--- config.mk ---
export PLATFORM = sky130hd
export DESIGN_NAME = adaptive_playout_target_flat
export DESIGN_NICKNAME = d
export VERILOG_FILES = /design/src/rtl/core/apt_pkg.sv /design/src/rtl/core/apt_in_if.sv /design/src/rtl/core/apt_out_if.sv /design/src/rtl/core/adaptive_playout_target.sv /design/src/flat_wrapper.sv
export VERILOG_INCLUDE_DIRS = /design/src /design/src/rtl/core
export SDC_FILE = /design/constraint.sdc
export NUM_CORES = 2
export LEC_CHECK = 0
export BUFFER_PORTS_ARGS = -buffer_cell sky130_fd_sc_hd__buf_2
export CELL_PAD_IN_SITES_DETAIL_PLACEMENT = 0
export CELL_PAD_IN_SITES_GLOBAL_PLACEMENT = 1
export CORE_MARGIN = 2
export CORE_UTILIZATION = 48
export CTS_CLUSTER_DIAMETER = 50
export DETAILED_ROUTE_END_ITERATION = 8
export PLACE_DENSITY = 0.86
export RECOVER_POWER = 25
export SYNTH_ARGS = -nofsm -noshare
export SYNTH_HDL_FRONTEND = slang
export SYNTH_SLANG_ARGS = --single-unit
--- constraint.sdc ---
create_clock -name clk -period 30.4 [get_ports clk]
set_input_delay 7.6 -clock clk [delete_from_list [all_inputs] [get_ports clk]]
set_output_delay 7.6 -clock clk [all_outputs]
set_load 0.01 [all_outputs]
--- src/rtl/core/assert_macros.svh ---
// assertion macros for the rtl of the playout target block
// no dependencies; include by bare file name
`ifndef ASSERT_MACROS_SVH
`define ASSERT_MACROS_SVH

// property checked at every rising edge of clk, off while rst_n is low
`define APT_ASSERT(label, prop, msg) \
    label: assert property (@(posedge clk) disable iff (!rst_n) (prop)) \
        else $error(msg);

// antecedent in this cycle implies consequent in the next one
`define APT_ASSERT_NEXT(label, ante, cons, msg) \
    label: assert property (@(posedge clk) disable iff (!rst_n) (ante) |=> (cons)) \
        else $error(msg);

`endif

--- src/rtl/core/apt_pkg.sv ---
// shared widths, types, register codes and reset values of the playout target block
// no dependencies; used by the channel interfaces and the top level
package apt_pkg;

    // smoothing and fixed point
    localparam int SMOOTH_SHIFT   = 4;
    localparam int DEVIATION_BITS = 32;
    localparam int JITTER_FRAC    = 4;
    localparam int JITTER_W       = DEVIATION_BITS + JITTER_FRAC;
    // desired = base + 4 * jitter_est / 2^JITTER_FRAC
    localparam int DESIRED_SHIFT  = JITTER_FRAC - 2;

    // field widths
    localparam int TIME_W    = 64;
    localparam int GAP_W     = TIME_W + 2;
    localparam int NS_W      = 30;
    localparam int JIT_OUT_W = 32;

    // configuration port
    localparam int CFG_ADDR_W = 5;
    localparam int CFG_DATA_W = 32;

    typedef logic [TIME_W-1:0]         time_t;
    typedef logic [NS_W-1:0]           ns_t;
    typedef logic [JITTER_W-1:0]       jitter_t;
    typedef logic [DEVIATION_BITS-1:0] dev_t;
    typedef logic [JIT_OUT_W-1:0]      jit_out_t;

    // register index, byte address is 4 * index
    typedef enum logic [2:0] {
        REG_BASE,
        REG_FLOOR,
        REG_CEILING,
        REG_STEP_UP,
        REG_STEP_DOWN,
        REG_INIT_TARGET
    } cfg_reg_t;

    // reset values in nanoseconds
    localparam ns_t BASE_RST        = NS_W'(150000000);
    localparam ns_t FLOOR_RST       = NS_W'(120000000);
    localparam ns_t CEILING_RST     = NS_W'(350000000);
    localparam ns_t STEP_UP_RST     = NS_W'(10000000);
    localparam ns_t STEP_DOWN_RST   = NS_W'(250000);
    localparam ns_t INIT_TARGET_RST = NS_W'(150000000);

endpackage

--- src/rtl/core/apt_in_if.sv ---
// packet channel: arrival time and presentation timestamp of one packet per word
// depends on apt_pkg
interface apt_in_if;
    logic              valid;
    logic              ready;
    apt_pkg::time_t    arrival_ns;
    apt_pkg::time_t    pts_ns;

    modport source (output valid, output arrival_ns, output pts_ns, input ready);
    modport sink   (input valid, input arrival_ns, input pts_ns, output ready);
endinterface

--- src/rtl/core/apt_out_if.sv ---
// estimate channel: jitter, playout target and update flag, one word per packet
// depends on apt_pkg
interface apt_out_if;
    logic              valid;
    logic              ready;
    apt_pkg::jit_out_t jitter_ns;
    apt_pkg::ns_t      target_ns;
    logic              updated;

    modport source (output valid, output jitter_ns, output target_ns, output updated,
                    input ready);
    modport sink   (input valid, input jitter_ns, input target_ns, input updated,
                    output ready);
endinterface

--- src/rtl/core/adaptive_playout_target.sv ---
// top level of the adaptive playout target: jitter estimator and target tracker
// depends on apt_pkg, apt_in_if, apt_out_if and assert_macros.svh
//
// One packet word is taken per clock while the output side does not stall, and
// one estimate word comes out per packet. On acceptance the deviation between
// arrival gap and timestamp gap is formed and registered; when the output
// register is free, the jitter estimate, the clamped desired target and the
// stepped playout target are updated in one pass and loaded into the output
// register. A packet updates the estimate only when a nonzero previous
// timestamp is held and the new timestamp is larger. Writing initial_target_ns
// also loads the playout target at once.
`include "assert_macros.svh"

module adaptive_playout_target (
    input  logic                          clk,
    input  logic                          rst_n,
    apt_in_if.sink                        pkt,
    apt_out_if.source                     est,
    input  logic                          psel,
    input  logic                          penable,
    input  logic                          pwrite,
    input  logic [apt_pkg::CFG_ADDR_W-1:0] paddr,
    input  logic [apt_pkg::CFG_DATA_W-1:0] pwdata,
    output logic [apt_pkg::CFG_DATA_W-1:0] prdata,
    output logic                          pready
);
    import apt_pkg::*;

    // configuration registers
    ns_t      base_reg;
    ns_t      floor_reg;
    ns_t      ceiling_reg;
    ns_t      step_up_reg;
    ns_t      step_down_reg;
    ns_t      init_target_reg;

    // estimator state
    time_t    last_pts_reg;
    time_t    last_arrival_reg;
    jitter_t  jitter_est_reg;
    ns_t      target_reg;
    jitter_t  jitter_est_next;
    ns_t      target_next;

    // deviation stage
    logic     dev_valid_reg;
    logic     dev_upd_reg;
    dev_t     dev_reg;

    // output register
    logic     res_valid_reg;
    jit_out_t res_jitter_reg;
    ns_t      res_target_reg;
    logic     res_updated_reg;

    // handshake
    logic     cfg_wr;
    cfg_reg_t cfg_sel;
    logic     pkt_acc;
    logic     res_free;
    logic     dev_move;

    // deviation path
    logic [GAP_W-1:0] gap_diff;
    logic [GAP_W-1:0] gap_mag;
    dev_t             dev_sat;
    logic             upd_in;

    // update path
    logic signed [JITTER_W:0] jit_diff;
    logic signed [JITTER_W:0] jit_step;
    logic signed [JITTER_W:0] jit_sum;
    jitter_t                  jitter_new;
    logic [JITTER_W:0]        desired_raw;
    logic [JITTER_W:0]        desired_fl;
    ns_t                      desired;
    logic [NS_W:0]            target_up;
    logic signed [NS_W+1:0]   target_down;
    ns_t                      target_moved;
    logic [TIME_W-1:0]        jit_int_wide;
    jit_out_t                 jit_int;

    // apb write decode and read mux
    assign pready  = 1'b1;
    assign cfg_wr  = psel && penable && pwrite && pready;
    assign cfg_sel = cfg_reg_t'(paddr[CFG_ADDR_W-1:2]);

    always_comb
    begin
        case (cfg_sel)
            REG_BASE:        prdata = CFG_DATA_W'(base_reg);
            REG_FLOOR:       prdata = CFG_DATA_W'(floor_reg);
            REG_CEILING:     prdata = CFG_DATA_W'(ceiling_reg);
            REG_STEP_UP:     prdata = CFG_DATA_W'(step_up_reg);
            REG_STEP_DOWN:   prdata = CFG_DATA_W'(step_down_reg);
            REG_INIT_TARGET: prdata = CFG_DATA_W'(init_target_reg);
            default:         prdata = '0;
        endcase
    end

    // flow control: deviation stage moves when the output register frees up
    assign res_free  = !res_valid_reg || est.ready;
    assign dev_move  = dev_valid_reg && res_free;
    assign pkt.ready = !dev_valid_reg || res_free;
    assign pkt_acc   = pkt.valid && pkt.ready;

    // exact signed (arrival gap - timestamp gap), then magnitude and saturation
    always_comb
    begin
        upd_in   = (last_pts_reg != '0) && (pkt.pts_ns > last_pts_reg);
        gap_diff = {2'b00, pkt.arrival_ns} - {2'b00, last_arrival_reg}
                 - {2'b00, pkt.pts_ns} + {2'b00, last_pts_reg};
        gap_mag  = gap_diff[GAP_W-1] ? (~gap_diff + GAP_W'(1)) : gap_diff;
        if (|gap_mag[GAP_W-1:DEVIATION_BITS])
            dev_sat = '1;
        else
            dev_sat = gap_mag[DEVIATION_BITS-1:0];
    end

    // jitter update, desired target clamp and bounded target step
    always_comb
    begin
        jit_diff   = $signed({1'b0, dev_reg, {JITTER_FRAC{1'b0}}})
                   - $signed({1'b0, jitter_est_reg});
        // floor shift, also rounds negative steps away from zero
        jit_step   = jit_diff >>> SMOOTH_SHIFT;
        jit_sum    = $signed({1'b0, jitter_est_reg}) + jit_step;
        jitter_new = jit_sum[JITTER_W-1:0];

        desired_raw = (JITTER_W+1)'(base_reg) + (JITTER_W+1)'(jitter_new >> DESIRED_SHIFT);
        // floor first, ceiling last so the ceiling wins
        desired_fl  = (desired_raw < (JITTER_W+1)'(floor_reg))
                    ? (JITTER_W+1)'(floor_reg) : desired_raw;
        desired     = (desired_fl > (JITTER_W+1)'(ceiling_reg))
                    ? ceiling_reg : desired_fl[NS_W-1:0];

        target_up   = {1'b0, target_reg} + {1'b0, step_up_reg};
        target_down = $signed({2'b00, target_reg}) - $signed({2'b00, step_down_reg});
        if (desired > target_reg)
            target_moved = ({1'b0, desired} < target_up) ? desired : target_up[NS_W-1:0];
        else if (target_down[NS_W+1])
            target_moved = desired;
        else
            target_moved = (desired > target_down[NS_W-1:0])
                         ? desired : target_down[NS_W-1:0];

        jitter_est_next = dev_upd_reg ? jitter_new : jitter_est_reg;
        target_next     = dev_upd_reg ? target_moved : target_reg;

        // integer part, saturated to the output width
        jit_int_wide = TIME_W'(jitter_est_next >> JITTER_FRAC);
        if (|jit_int_wide[TIME_W-1:JIT_OUT_W])
            jit_int = '1;
        else
            jit_int = jit_int_wide[JIT_OUT_W-1:0];
    end

    // configuration registers and playout target
    always_ff @(posedge clk or negedge rst_n)
    begin
        if (!rst_n)
        begin
            base_reg        <= BASE_RST;
            floor_reg       <= FLOOR_RST;
            ceiling_reg     <= CEILING_RST;
            step_up_reg     <= STEP_UP_RST;
            step_down_reg   <= STEP_DOWN_RST;
            init_target_reg <= INIT_TARGET_RST;
            target_reg      <= INIT_TARGET_RST;
        end
        else
        begin
            // a write of the initial target takes priority over the update
            if (dev_move && !(cfg_wr && cfg_sel == REG_INIT_TARGET))
                target_reg <= target_next;
            if (cfg_wr)
            begin
                case (cfg_sel)
                    REG_BASE:        base_reg      <= pwdata[NS_W-1:0];
                    REG_FLOOR:       floor_reg     <= pwdata[NS_W-1:0];
                    REG_CEILING:     ceiling_reg   <= pwdata[NS_W-1:0];
                    REG_STEP_UP:     step_up_reg   <= pwdata[NS_W-1:0];
                    REG_STEP_DOWN:   step_down_reg <= pwdata[NS_W-1:0];
                    REG_INIT_TARGET:
                    begin
                        init_target_reg <= pwdata[NS_W-1:0];
                        target_reg      <= pwdata[NS_W-1:0];
                    end
                    default:         ;
                endcase
            end
        end
    end

    // previous packet times, kept after every packet
    always_ff @(posedge clk or negedge rst_n)
    begin
        if (!rst_n)
        begin
            last_pts_reg     <= '0;
            last_arrival_reg <= '0;
        end
        else if (pkt_acc)
        begin
            last_pts_reg     <= pkt.pts_ns;
            last_arrival_reg <= pkt.arrival_ns;
        end
    end

    // jitter estimate
    always_ff @(posedge clk or negedge rst_n)
    begin
        if (!rst_n)
            jitter_est_reg <= '0;
        else if (dev_move)
            jitter_est_reg <= jitter_est_next;
    end

    // deviation stage
    always_ff @(posedge clk or negedge rst_n)
    begin
        if (!rst_n)
            dev_valid_reg <= 1'b0;
        else if (pkt.ready)
            dev_valid_reg <= pkt.valid;
    end

    always_ff @(posedge clk)
    begin
        if (pkt_acc)
        begin
            dev_reg     <= dev_sat;
            dev_upd_reg <= upd_in;
        end
    end

    // output register
    always_ff @(posedge clk or negedge rst_n)
    begin
        if (!rst_n)
            res_valid_reg <= 1'b0;
        else if (res_free)
            res_valid_reg <= dev_valid_reg;
    end

    always_ff @(posedge clk)
    begin
        if (dev_move)
        begin
            res_jitter_reg  <= jit_int;
            res_target_reg  <= target_next;
            res_updated_reg <= dev_upd_reg;
        end
    end

    assign est.valid     = res_valid_reg;
    assign est.jitter_ns = res_jitter_reg;
    assign est.target_ns = res_target_reg;
    assign est.updated   = res_updated_reg;

    // checks
    `APT_ASSERT(a_stall_means_full, !pkt.ready |-> dev_valid_reg,
        "packet stalled with empty deviation stage")
    `APT_ASSERT_NEXT(a_move_gives_word, dev_move, est.valid,
        "deviation stage moved but no estimate word")
    `APT_ASSERT_NEXT(a_no_upd_keeps_jitter, dev_move && !dev_upd_reg,
        $stable(jitter_est_reg), "jitter changed without update")
    `APT_ASSERT_NEXT(a_no_upd_keeps_target, dev_move && !dev_upd_reg && !cfg_wr,
        $stable(target_reg), "target changed without update")

endmodule

--- src/flat_wrapper.sv ---
// flat-port wrapper written by rule: the top's interface ports become plain ports
module adaptive_playout_target_flat import apt_pkg::*;
  (clk, rst_n, psel, penable, pwrite, paddr, pwdata, prdata, pready, pkt_valid, pkt_arrival_ns, pkt_pts_ns, pkt_ready, est_valid, est_jitter_ns, est_target_ns, est_updated, est_ready);
  apt_in_if pkt_i ();
  apt_out_if est_i ();
  input  logic clk;
  input  logic rst_n;
  input  logic psel;
  input  logic penable;
  input  logic pwrite;
  input  logic [apt_pkg::CFG_ADDR_W-1:0] paddr;
  input  logic [apt_pkg::CFG_DATA_W-1:0] pwdata;
  output logic [apt_pkg::CFG_DATA_W-1:0] prdata;
  output logic pready;
  input wire logic [$bits(pkt_i.valid)-1:0] pkt_valid;
  input wire logic [$bits(pkt_i.arrival_ns)-1:0] pkt_arrival_ns;
  input wire logic [$bits(pkt_i.pts_ns)-1:0] pkt_pts_ns;
  output wire logic [$bits(pkt_i.ready)-1:0] pkt_ready;
  output wire logic [$bits(est_i.valid)-1:0] est_valid;
  output wire logic [$bits(est_i.jitter_ns)-1:0] est_jitter_ns;
  output wire logic [$bits(est_i.target_ns)-1:0] est_target_ns;
  output wire logic [$bits(est_i.updated)-1:0] est_updated;
  input wire logic [$bits(est_i.ready)-1:0] est_ready;
  assign pkt_i.valid = pkt_valid;
  assign pkt_i.arrival_ns = pkt_arrival_ns;
  assign pkt_i.pts_ns = pkt_pts_ns;
  assign pkt_ready = pkt_i.ready;
  assign est_valid = est_i.valid;
  assign est_jitter_ns = est_i.jitter_ns;
  assign est_target_ns = est_i.target_ns;
  assign est_updated = est_i.updated;
  assign est_i.ready = est_ready;
  adaptive_playout_target u_core (.clk(clk), .rst_n(rst_n), .pkt(pkt_i), .est(est_i), .psel(psel), .penable(penable), .pwrite(pwrite), .paddr(paddr), .pwdata(pwdata), .prdata(prdata), .pready(pready));
endmodule
==> results_dict.tcl <==
set metrics [dict create \
    status "finished with violations" \
    violations "capacitance limit, slew limit" \
    core_area_um2 91700 \
    totalWireLength_mm 144 \
    crit_start "paddr[4]" \
    required_ns 22.80 \
    critPathMaxFanout 18 \
    cts_setup_buffers 0 \
    drt-pass1-iter-count 6 \
    ys_seq_elements 472 \
    timing.final.crit_period_ns 18.47 \
    yosysMostFrequentCell "nand2_1" \
    cts_buffers 83 \
    max_stage_delay_ns 1.06 \
    initial_core_util_pct 48.4 \
    syn_area_um2 44400 \
    dp.cells 6482 \
    criticalPathCategory "in2out" \
    drtIter0Drc 3162 \
    cts_sinks 472 \
    layout-drive-gt1-share_pct 13.7 \
    grt_pass1_wl_mm 222 \
    synthCells 5183 \
    worstHoldPathCells 2 \
    clkLatencyLatePin_ns 0.68 \
    ant_nets 0 \
    setup_tns_ns 0 \
    cts_tree "done" \
    root_buffer "clkbuf_16" \
    tightest_slew_ns 5.34 \
    critPathArrivalTime_ns 10.87 \
    die_area_um2 94900 \
    grt_max_degree 158 \
    slew_viol_final 498 \
    synth_ff_type "dfrtp_1" \
    fillCellCount 8620 \
    synthTopCellsByArea "dfrtp_1 (17%), ha_1 (14%), edfxtp_1 (6.5%), o21ai_0 (5.0%), nand2_1 (4.5%)" \
    vias 39854 \
    die_w_um 308 \
    io-pin-count 270 \
    rsz0062_at_grt "no" \
    end_kind "output port" \
    postSynthAreaPerCell_um2 8.56 \
    syn_to_final_growth_pct 11.8 \
    timing.final.crit_share_pct 60.8 \
    grt_pass1_vias 38280 \
    yosys_warnings 0 \
    io_buffer_count 262 \
    yosys.area.top_type "dfrtp_1" \
    cts.repair.resized 0 \
    final_hold_viol_count 0 \
    async_flop_share_pct 79.7 \
    fin_cells 6648 \
    place.gp.congestion 0.976 \
    wl_per_cell_um 21.6 \
    path_cells "clkbuf_1 -> nor3b_2 -> clkbuf_1 -> inv_1 -> o221ai_1 -> buf_2" \
    synth_top_area_share_pct 17.4 \
    place_ws_ns 12.76 \
    start_kind "input pin" \
    fin_skew_ns 0.0483 \
    rows 111 \
    fp.dieH_um 308 \
    crit_slowest_cell "clkbuf_1" \
    slew_headroom_pct -256 \
    clk_pin_slew_worst_paths_ns 0.06 \
    nets 6130 \
    track_usage_pct 29.9 \
    hold_class "reg2reg" \
    synth-seq-area-share_pct 27.9 \
    clockBufferDepth 3 \
    cp_common_cell "clkbuf_1" \
    endpoint "prdata[1]" \
    r2r-start "u_core.jitter_est_reg[5]$_DFFE_PN0P_" \
    drv_cap 8 \
    r2r_cells 71 \
    cts_hold_buf 0 \
    max_freq_ghz 0.0541 \
    rrSetupSlack_ns 12.25 \
    timing.rr.end "u_core.est.target_ns[2]$_DFFE_PP_" \
    synth-edff-count 96 \
    finalSetupViolations 0 \
    finalWorstSetupSlack_ns 11.93 \
    cts_max_level 3 \
    via_per_inst 5.99 \
    grt-ovfl-total 0 \
    place_hpwl_mm 113 \
    synthTopCellsByCount "nand2_1 (537), ha_1 (508), inv_1 (457), o21ai_0 (444), a21oi_1 (326)" \
    antenna_found_initial 20 \
    remaining_drc_errors 0 \
    yosysUniqueCellTypes 103 \
]
## through the flow
stage	instance area, µm²	hold WS [ns]	util [%]
after floorplan	44400	0.439	-
after global placement	46800	0.447	51.1
after detailed placement	46800	0.448	51.1
after CTS	49600	0.458	54.1
after global routing	49600	0.485	54.1
final	49600	0.458	54.1
## area by class of cell
class / instances / area, µm² / share of cell area [%]
clock inverter: 53 / 514 / 1.04
tap: 1186 / 1480 / 2.99
sequential: 472 / 12400 / 25.0
clock buffer: 100 / 2260 / 4.57
timing repair buffer: 297 / 1560 / 3.15
multi-input combinational: 4070 / 29600 / 59.8
inverter: 457 / 1720 / 3.46
antenna: 13 / 32.5 / 0.0656
## worst max-delay path, delay by kind of cell
kind	cells	cell delay [ns]
buffers and inverters	4	2.29
AOI/OAI and AO/OA	1	0.73
and+or+nand+nor	1	0.22
## placed cells by master (no fill, tap or decap), types with 67 or more instances in the layout
cell type,Yosys,final
a21o_1,201,201
a21oi_1,326,326
buf_2,11,260
clkbuf_16,0,86
dfrtp_1,309,309
dfstp_2,67,67
edfxtp_1,96,96
fa_1,69,69
ha_1,508,508
inv_1,457,457
mux2_2,162,162
nand2_1,537,536
nand3_1,95,95
nand4_1,118,118
nor2_1,284,278
o21a_1,71,71
o21ai_0,444,444
xnor2_1,159,159
xor2_1,92,92
## metal layers
metal	global-route usage [%]	share of wire [%]	vias up
li1	-	-	19316
met1	39.6	43	18958
met2	48.7	46	1265
met3	4.58	6.2	301
met4	12.5	4.4	14
met5	0	0.059	-
## worst min path at each step
stage | start | end | slack [ns]
after global placement | u_core.init_target_reg[27]$_DFFE_PN1P_ | u_core.init_target_reg[27]$_DFFE_PN1P_ | 0.45
after CTS | u_core.init_target_reg[27]$_DFFE_PN1P_ | u_core.init_target_reg[27]$_DFFE_PN1P_ | 0.46
final | u_core.init_target_reg[27]$_DFFE_PN1P_ | u_core.init_target_reg[27]$_DFFE_PN1P_ | 0.46
after detailed placement | u_core.init_target_reg[27]$_DFFE_PN1P_ | u_core.init_target_reg[27]$_DFFE_PN1P_ | 0.45
after global routing | u_core.init_target_reg[14]$_DFFE_PN1P_ | u_core.init_target_reg[14]$_DFFE_PN1P_ | 0.48
after floorplan | u_core.init_target_reg[12]$_DFFE_PN1P_ | u_core.init_target_reg[12]$_DFFE_PN1P_ | 0.44
## kinds of logic after synthesis
family	share of synthesized area [%]
other	0.0169
AO/OA/AOI/OAI	23.9
XOR/XNOR	4.99
buffers and inverters	5.55
flip-flops	27.9
multiplexers	4.54
AND/OR/NAND/NOR	15.7
adder cells (fa/ha/maj)	17.4
Power is not shown: default switching activity piles up to over one toggle a cycle in this logic, so the estimate is an artifact.
